===== src/rtl/core/ffpa_pkg.sv =====
// ffpa_pkg: shared types, widths and codes for the first-fit page allocator
// used by ffpa_ctrl, ffpa_dpath, first_fit_page_allocator and ffpa_checker
// no dependencies
package ffpa_pkg;

  // table geometry
  localparam int PAGE_ENTRIES = 65536;
  localparam int ADDR_SPAN    = 65536;
  localparam int PAGE_LIMIT   = (PAGE_ENTRIES < ADDR_SPAN) ? PAGE_ENTRIES : ADDR_SPAN;
  localparam int PAGE_AW      = $clog2(PAGE_LIMIT);
  localparam int MAX_RUN      = 32;

  // field widths
  localparam int PAGE_W  = 16;
  localparam int COUNT_W = 6;
  localparam int FRAME_W = 20;
  localparam int KIND_W  = 2;
  localparam int LIM_W   = 17;
  localparam int SUM_W   = LIM_W + 1;
  localparam int ENTRY_W = FRAME_W + 1;
  localparam int CFG_IW  = 1;

  // register reset values
  localparam logic [LIM_W-1:0] SEARCH_FIRST_RST = LIM_W'(4608);
  localparam logic [LIM_W-1:0] SEARCH_END_RST   = LIM_W'(65536);

  // register indexes
  localparam logic [CFG_IW-1:0] REG_SEARCH_FIRST = 1'b0;
  localparam logic [CFG_IW-1:0] REG_SEARCH_END   = 1'b1;

  // request operations
  localparam logic OP_ALLOC = 1'b0;
  localparam logic OP_FREE  = 1'b1;

  // result kinds
  localparam logic [KIND_W-1:0] KIND_MAP   = 2'd0;
  localparam logic [KIND_W-1:0] KIND_UNMAP = 2'd1;
  localparam logic [KIND_W-1:0] KIND_DONE  = 2'd2;

  typedef enum logic [3:0] {
    ST_CLEAR,
    ST_IDLE,
    ST_CHECK,
    ST_S_TEST,
    ST_S_EVAL,
    ST_MAP,
    ST_F_READ,
    ST_F_EMIT,
    ST_DONE_OK,
    ST_DONE_FAIL
  } ffpa_state_t;

  // controller to datapath
  typedef struct packed {
    logic load_req;
    logic clr_step;
    logic rd_issue;
    logic srch_adv;
    logic srch_skip;
    logic idx_clear;
    logic emit_map;
    logic emit_unmap;
    logic emit_done_ok;
    logic emit_done_fail;
  } ffpa_cmd_t;

  // datapath to controller
  typedef struct packed {
    logic clr_last;
    logic out_free;
    logic op_free;
    logic is_search;
    logic count_zero;
    logic count_bad;
    logic range_bad;
    logic idx_end;
    logic idx_last;
    logic start_ok;
    logic page_beyond;
    logic page_taken;
  } ffpa_stat_t;

endpackage


===== src/rtl/core/ffpa_ctrl.sv =====
// ffpa_ctrl: sequencer for clearing, search, map and free walks
// depends on ffpa_pkg
module ffpa_ctrl (
  input  logic                 clk,
  input  logic                 rst,
  input  logic                 in_valid,
  output logic                 in_stall,
  input  ffpa_pkg::ffpa_stat_t stat,
  output ffpa_pkg::ffpa_cmd_t  cmd
);

  ffpa_pkg::ffpa_state_t state, state_next;

  // state register
  always_ff @(posedge clk) begin
    if (rst) begin
      state <= ffpa_pkg::ST_CLEAR;
    end else begin
      state <= state_next;
    end
  end

  // next state and commands
  always_comb begin
    state_next = state;
    cmd        = '0;
    in_stall   = (state != ffpa_pkg::ST_IDLE);
    unique case (state)
      ffpa_pkg::ST_CLEAR: begin
        cmd.clr_step = 1'b1;
        if (stat.clr_last) state_next = ffpa_pkg::ST_IDLE;
      end
      ffpa_pkg::ST_IDLE: begin
        if (in_valid) begin
          cmd.load_req = 1'b1;
          state_next   = ffpa_pkg::ST_CHECK;
        end
      end
      ffpa_pkg::ST_CHECK: begin
        if (stat.op_free) begin
          if (stat.count_zero || stat.count_bad || stat.range_bad) begin
            state_next = ffpa_pkg::ST_IDLE;
          end else begin
            state_next = ffpa_pkg::ST_F_READ;
          end
        end else if (stat.count_bad) begin
          state_next = ffpa_pkg::ST_DONE_FAIL;
        end else if (stat.is_search) begin
          state_next = ffpa_pkg::ST_S_TEST;
        end else if (stat.range_bad) begin
          state_next = ffpa_pkg::ST_DONE_FAIL;
        end else begin
          state_next = ffpa_pkg::ST_MAP;
        end
      end
      // check the candidate start, then probe the next page of the run
      ffpa_pkg::ST_S_TEST: begin
        if (!stat.start_ok) begin
          state_next = ffpa_pkg::ST_DONE_FAIL;
        end else if (stat.idx_end) begin
          cmd.idx_clear = 1'b1;
          state_next    = ffpa_pkg::ST_MAP;
        end else if (stat.page_beyond) begin
          state_next = ffpa_pkg::ST_DONE_FAIL;
        end else begin
          cmd.rd_issue = 1'b1;
          state_next   = ffpa_pkg::ST_S_EVAL;
        end
      end
      ffpa_pkg::ST_S_EVAL: begin
        if (stat.page_taken) begin
          cmd.srch_skip = 1'b1;
        end else begin
          cmd.srch_adv = 1'b1;
        end
        state_next = ffpa_pkg::ST_S_TEST;
      end
      ffpa_pkg::ST_MAP: begin
        if (stat.idx_end) begin
          state_next = ffpa_pkg::ST_DONE_OK;
        end else if (stat.out_free) begin
          cmd.emit_map = 1'b1;
        end
      end
      ffpa_pkg::ST_F_READ: begin
        cmd.rd_issue = 1'b1;
        state_next   = ffpa_pkg::ST_F_EMIT;
      end
      ffpa_pkg::ST_F_EMIT: begin
        if (stat.out_free) begin
          cmd.emit_unmap = 1'b1;
          state_next     = stat.idx_last ? ffpa_pkg::ST_IDLE : ffpa_pkg::ST_F_READ;
        end
      end
      ffpa_pkg::ST_DONE_OK: begin
        if (stat.out_free) begin
          cmd.emit_done_ok = 1'b1;
          state_next       = ffpa_pkg::ST_IDLE;
        end
      end
      ffpa_pkg::ST_DONE_FAIL: begin
        if (stat.out_free) begin
          cmd.emit_done_fail = 1'b1;
          state_next         = ffpa_pkg::ST_IDLE;
        end
      end
      default: begin
        state_next = ffpa_pkg::ST_IDLE;
      end
    endcase
  end

endmodule


===== config.mk =====
export PLATFORM = sky130hd
export DESIGN_NAME = ffpa_ctrl
export DESIGN_NICKNAME = d
export VERILOG_FILES = /design/src/rtl/core/ffpa_pkg.sv /design/src/rtl/core/ffpa_ctrl.sv
export SDC_FILE = /design/constraint.sdc
export NUM_CORES = 1
export LEC_CHECK = 0
export ABC_AREA = 1
export ABC_CLOCK_PERIOD_IN_PS = 1500
export BUFFER_PORTS_ARGS = -buffer_cell sky130_fd_sc_hd__buf_2
export CAP_MARGIN = 10
export CORE_ASPECT_RATIO = 0.9
export CORE_MARGIN = 8
export CORE_UTILIZATION = 35
export DETAILED_ROUTE_END_ITERATION = 10
export PLACE_DENSITY = 0.67
export SLEW_MARGIN = 20
export SYNTH_ARGS = -nofsm -noshare
export SYNTH_HDL_FRONTEND = slang
export SYNTH_SLANG_ARGS = --single-unit

===== constraint.sdc =====
create_clock -name clk -period 1.5 [get_ports clk]
set_input_delay 0.15 -clock clk [delete_from_list [all_inputs] [get_ports clk]]
set_output_delay 0.15 -clock clk [all_outputs]
set_load 0.1 [all_outputs]

# --- Yosys cells after proc, flatten, opt, wreduce, memory -nomap -nowiden ---
# Cells that the tools add are included.
op_classes:
  reduce_logical: 5
  n_mux: 34
  n_eq_ne: 15
op_table:
  columns: ["op", "n"]
  rows:
  - ["$mux W4", 12]
  - ["$pmux W4 S9", 1]
  - ["$mux W1", 17]
  - ["$eq A4 B3 Y1 const B", 4]
  - ["$eq A4 B2 Y1 const B", 2]
  - ["$eq A4 B4 Y1 const B", 2]
  - ["$ne A2 B2 Y1 const B", 4]
  - ["$mux W3", 2]
  - ["$reduce_and A5 Y1", 1]
  - ["$eq A4 B1 Y1 const B", 1]
  - ["$logic_not A4 Y1", 1]
  - ["$ne A4 B1 Y1 const B", 1]
  - ["$logic_or A1 B1 Y1", 2]
  - ["$mux W2", 1]
  - ["$ne A2 B1 Y1 const B", 1]
  - ["$pmux W1 S2", 1]
  - ["$reduce_or A2 Y1", 1]
totals:
  elab_cells: 55
  input_bits: 15
  register_bits: 4
  out_inout_bits: 11

# --- Depth between registers and ports, before layout ---
# Gate-level depths: netlist of the first run.
depth:
  ltp_word: 5
  mapped_depth: 9
  ltp_nobuf: 9

# --- Least setup slack after synthesis of the first run ---
# No wires, ideal clock.
synth_timing:
  path_type: "register -> output"
  start: "register state[1]"
  end: "output port cmd[7] in the netlist's numbering"
  setup_slack_ps: -1556
  n_path_buf: 0
  arrival_time_ps: 2906
  required_ps: 1350
  stages_incl_launch_ff: 5
  cell_sequence: "dfxtp_1 -> nand2_1 -> clkinv_1 -> nand2_1 -> o31ai_1"
synth_lines:
  columns: ["element", "line_no", "text"]
  rows:
  - ["start, declared", "ffpa_ctrl.sv:12", "ffpa_pkg::ffpa_state_t state, state_next;"]
  - ["start signal, assigned", "ffpa_ctrl.sv:17", "state <= ffpa_pkg::ST_CLEAR;"]
  - ["start signal, assigned", "ffpa_ctrl.sv:19", "state <= state_next;"]
  - ["end, declared", "ffpa_ctrl.sv:9", "output ffpa_pkg::ffpa_cmd_t cmd"]

==> summary.txt, run 1 <==
Clock Power Share = 18.0%
Routed Antenna Nets = 0
Flop2flop setup slack = 0.18 ns
Setup CP Type = flop to output port
Post-layout min period = 1.50 ns
RR Startpoint = state[2]
Root Driver = clkbuf_4
Hold Crit Depth = 2
Comb pwr share = 63.5%
Reg clk slew, reported paths = 0.04 ns
Sequential Power Share = 18.4%
Cell mode on critical path = nor2_4
Die Y = 53.0 um
CTS tree = yes
Syn Nets = 122
Post-synthesis cell count = 107
Largest buffer count on any clock path = 2
Net switching power = 0.361 mW
Adder-Cell Fraction of Synth Area = 0%
Worst Setup End Kind = output port
Clock latency at the later pin of the worst-skew pair = 0.23 ns
Xor-xnor portion of the synthesized cell area = 0%
Hold_ws = 0.111 ns
Skew final = 0.000534 ns
Yosys warns = 0
Ports = 26
CTS H-Tree Depth = 1
Initial antenna violation count = 0
Register bit total from synthesis = 4
Vias in the first global route = 728
Largest family of logic cells by synthesized area = simple AND/OR/NAND/NOR gates
Compound-cell area share of the yosys netlist = 9.88%
Slew Limit Headroom = 71.5%
# rows = 13
First-pass GRT wire length = 3050 um
Layout cells sized above 1 = 44.5%
Hpwl dp = 1510 um
All-Layer GR Usage = 12.0%
Residual DRC = 0
Gr ovfl total = 0
Die X = 57.1 um
Crit-path max FO = 6
Status = finished clean
Inserted Clock Buffers = 3
I/O Buffers = 25
Setup crit start kind = flop
Total wire length = 1860 um
Critical Path, Cell by Cell = inv_2, nor2_4, nand2_2, nor2_4, buf_12
Hold crit path type = input pin to flop
Slew @ Worst Pin = 0.424 ns
Power Density = 705 mW/mm2
Max Fclk = 667 MHz
Ant diodes = 0
Final hold vios = 0
Clk sinks = 4
Core ar. = 0.00143 mm2
Hold_sp = rst
Largest net degree at the start of global routing = 8
Die area = 0.00302 mm2
Yosys cell types = 17
WL/cell = 12.2 um
Vias/cell = 5.14
Biggest regs = state (4)
Max Cap Viol = 0
Internal cell power = 0.354 mW
Setup repair after global routing missed its margin = true
Multiplexer area fraction after synthesis = 0%
Crit path DAT = 1.35 ns
Req. time, crit path = 1.35 ns
VDD IR-drop max = 463 uV
R2R Path End = state[3]
Initial DRC Count = 16
Final worst path period share = 99.9%
Synthesized cell area = 532 um2
Post-synth top area share = 22.6%
Mean Syn Cell Area = 4.97 um2
Fin nets = 154
CP peak stage delay = 0.37 ns
Synth area leader = nand2_1
Worst Hold End = state[3]
Final core occ = 70.9%
Initial Util = 37.2%
Via total after detailed routing = 781
Most flop-heavy register = state
Slew Limit Fails = 0
Total power = 0.715 mW
First-pass DRT Iterations = 4
Synth Area in Simple Gates = 59.5%
Area growth syn-to-layout = 90.8%
Worst-case reg-to-reg path depth = 7
Synth top area cells = nand2_1 23%, dfxtp_1 15%, inv_1 13%
Slowest CP cell = dfxtp_4
Switching share of power = 50.5%
Max reg flops = 4
Leak = 0.491 nW
Setup Viol. Count Final = 0
Final GP Congestion = 0.824
Sequential share of the synthesized area = 15.1%
## per-stage QoR
step	area (um2)	setup WS (ns)	setup TNS, ns	std cells
3_5_place_dp	955	0.131	0	147
4_1_cts	991	-0.00386	-0.00386	150
2_1_floorplan	646	-0.182	-0.605	107
3_3_place_gp	955	0.146	0	147
5_1_grt	1010	-0.0795	-0.216	152
6_report	1010	0.00114	0	152
## area by class of cell
cell class | count | area, um2
well taps | 15 | 18.8
fillers | 130 | 417
multi-input cells | 81 | 494
inverters | 22 | 83.8
clock buffers | 3 | 22.5
repair buffers | 27 | 305
flip-flops and latches | 4 | 90.1
## how the worst max path moves through the flow
stage | startpoint | slack [ns] | to
4_1_cts | state[2] | -0.004 | cmd[3]
5_1_grt | state[2] | -0.08 | cmd[6]
2_1_floorplan | state[1] | -0.18 | cmd[7]
3_3_place_gp | state[1] | 0.15 | cmd[7]
3_5_place_dp | state[1] | 0.13 | cmd[7]
6_report | state[2] | 0.001 | cmd[6]
## power groups by stage
stage	Clock, mW	Sequential [mW]	Combinational [mW]
floorplan	0	0.128	0.302
global placement	0	0.129	0.437
detailed placement	0	0.130	0.441
CTS	0.136	0.132	0.449
global route	0.149	0.133	0.483
finish	0.129	0.132	0.454
## routing by layer
metal	share of wire [%]	vias up	track usage, %
met3	7.9	4	2.87
met5	0	-	0
met4	2.2	0	4.69
met1	41	347	14.1
li1	-	390	-
met2	49	40	20.6
## cell usage after synthesis
master and instances:
nand2_1 32, inv_1 19, nor2_1 18, nand3_1 11, a21oi_1 4, dfxtp_1 4, o21ai_0 4, inv_2 2
nand2_2 2, nand3_2 2, nand4_1 2, nor2_2 2, clkinv_1 1, nor2_4 1, nor3_1 1, o21ai_1 1
o31ai_1 1
## cells in the final DEF, fill, tap and decap left out, drive strengths merged, types with 2 or more instances in the layout
cell,synthesis,final
a21oi,4,4
buf,0,27
clkbuf,0,3
dfxtp,4,4
inv,21,21
nand2,34,34
nand3,13,13
nand4,2,2
nor2,21,21
o21ai,5,5
## what timing repair did
item | CTS | global route
gates cloned | 0 | 0
pin swaps | 2 | 2
gates resized for setup | 6 | 3
endpoints found under the setup margin | 5 | 6
hold buffers | 0 | 0
setup buffers | 0 | 2
## logic make-up after synthesis
kind of cell           count (synthesis)
and+or+nand+nor                       71
AOI/OAI and AO/OA                     10
DFF                                    4
buffers and inverters                 22
## worst max-delay path, delay by kind of cell, from the launching register on
kind	cells	cell delay, ns
buffers and inverters	2	0.27
flip-flops	1	0.37
AND/OR/NAND/NOR	3	0.48
No activity file was read; power rests on OpenSTA's default activity.
==> inputs of run 2 (changes only) <==
--- a/config.mk
+++ b/config.mk
@@ -9,11 +9,10 @@
 export ABC_CLOCK_PERIOD_IN_PS = 1500
 export BUFFER_PORTS_ARGS = -buffer_cell sky130_fd_sc_hd__buf_2
 export CAP_MARGIN = 10
-export CORE_ASPECT_RATIO = 0.9
-export CORE_MARGIN = 8
-export CORE_UTILIZATION = 35
+export CORE_AREA = 8 8 45 47
 export DETAILED_ROUTE_END_ITERATION = 10
-export PLACE_DENSITY = 0.67
+export DIE_AREA = 0 0 53 55
+export PLACE_DENSITY = 0.74
 export SLEW_MARGIN = 20
 export SYNTH_ARGS = -nofsm -noshare
 export SYNTH_HDL_FRONTEND = slang
==> run 2 against run 1 <==
  * Count of clock-buffer cells in the layout unchanged
  * Final area grew 2.3%
  * Sequential cell count stayed put
  * Core utilization rose by 4.2 points
  * Combinational power is 5.5% higher
  * Worst hold slack improved by 0.0035 ns
  * Clock skew grew 0.0025 ns
  * Cell count increased by 2.0%
==> summary.txt, run 2 (synthesized netlist as in run 1, its figures left out) <==
Largest net degree at the start of global routing = 8
Max reg flops = 4
Non-Filler Cell Area, Final = 0.00104 mm2
Max Cap Viol = 0
Max Fclk = 676 MHz
Slew Limit Fails = 0
Slew @ Worst Pin = 0.472 ns
Final worst path period share = 98.6%
Final hold vios = 0
Clock latency at the later pin of the worst-skew pair = 0.23 ns
Dpl cell area = 956 um2
Layout cells sized above 1 = 45.3%
Final GP Congestion = 0.881
Vias in the first global route = 695
Ant diodes = 0
First-pass GRT wire length = 2810 um
Crit path DAT = 1.33 ns
Most frequent cells in the layout = 29 x nand2_1, 18 x inv_1, 14 x buf_2
Leak = 0.502 nW
Critical Path, Cell by Cell = nor2_4, nand2_2, o31ai_4, buf_12
Initial DRC Count = 28
CTS tree = yes
Slowest CP cell = dfxtp_2
Worst Setup End Kind = output port
Post-Place Setup Slack = 0.141 ns
Biggest regs = state (4)
Largest buffer count on any clock path = 2
Post-route insts no fill = 155
I/O Buffers = 25
VDD IR-drop max = 570 uV
Slack of the critical path = 0.0209 ns
Dpl cells = 148
Root Driver = clkbuf_4
Post-layout min period = 1.48 ns
Reg clk slew, reported paths = 0.03 ns
Most common cell after layout, fill and taps aside = nand2_1
Slew Limit Headroom = 68.2%
Fin nets = 156
Routed Antenna Nets = 0
Flop2flop setup slack = 0.16 ns
Setup Viol. Count Final = 0
Crit-path max FO = 7
WL/cell = 12.0 um
Req. time, crit path = 1.35 ns
CP peak stage delay = 0.38 ns
All-Layer GR Usage = 12.2%
Clk sinks = 4
Residual DRC = 0
Initial Util = 38.4%
Core ar. = 0.00138 mm2
Skew final = 0.00307 ns
Initial antenna violation count = 0
Vias/cell = 4.93
Inserted Clock Buffers = 3
Status = finished clean
Hpwl dp = 1430 um
Setup repair after global routing missed its margin = true
Total wire length = 1860 um
Area growth syn-to-layout = 95.3%
Hold_buf cts = 0
Gr ovfl total = 0
Setup CP Type = flop to output port
Hold crit path type = input pin to flop
Most flop-heavy register = state
# rows = 14
Die Y = 55 um
Power Density = 714 mW/mm2
Via total after detailed routing = 764
Die area = 0.00292 mm2
Setup crit start kind = flop
Total power = 0.742 mW
Hold_ws = 0.114 ns
Die X = 53 um
First-pass DRT Iterations = 4
CTS H-Tree Depth = 1
Ports = 26
-- run 2: area by class of cell --
type                    instances  area (um2)
repair buffers                 29         333
clock buffers                   3        22.5
inverters                      22        83.8
multi-input cells              81         489
flip-flops and latches          4        90.1
well taps                      16        20.0
fillers                       113         345
-- run 2: critical path, delay by kind of cell, from the launching register on --
kind / cells / cell delay [ns]
and+or+nand+nor: 2 / 0.27
DFF: 1 / 0.38
AOI/OAI and AO/OA: 1 / 0.22
buffers and inverters: 1 / 0.21
-- run 2: through the flow --
stage          utilization [%]  TNS (ns)
2_1_floorplan                -    -0.605
3_3_place_gp              69.1         0
3_5_place_dp              69.1         0
4_1_cts                   71.7  -0.00440
5_1_grt                   75.0   -0.0942
6_report                  75.0         0
-- run 2: path summary, 6_finish.rpt --
check | from | to | depth (start not counted)
worst max-delay path | state[3] | cmd[7] | 4
worst min-delay path | rst | state[2] | 2
worst max register to register | state[2] | state[1] | 7
worst min register to register | state[2] | state[2] | 2
-- run 2: routing by layer --
layer | vias to the layer above | routed length (um) | GRT usage (%)
met5 | - | 0 | 0
met4 | 0 | 0 | 1.29
met3 | 0 | 137 | 3.74
met2 | 29 | 986 | 22.7
met1 | 340 | 732 | 13.7
li1 | 395 | - | -
-- run 2: where the power goes --
| part | internal (mW) | leakage, nW | switching, mW |
|---|---|---|---|
| registers | 0.116 | 0.0349 | 0.0136 |
| logic | 0.165 | 0.453 | 0.314 |
| clock network | 0.0894 | 0.0138 | 0.0428 |
-- run 2: repair_timing --
| item | 4_1_cts | 5_1_grt |
|---|---|---|
| endpoints found under the setup margin | 5 | 6 |
| pin swaps | 1 | 2 |
| buffers inserted | 0 | 4 |
| resized for setup | 5 | 3 |
| cloned | 0 | 0 |
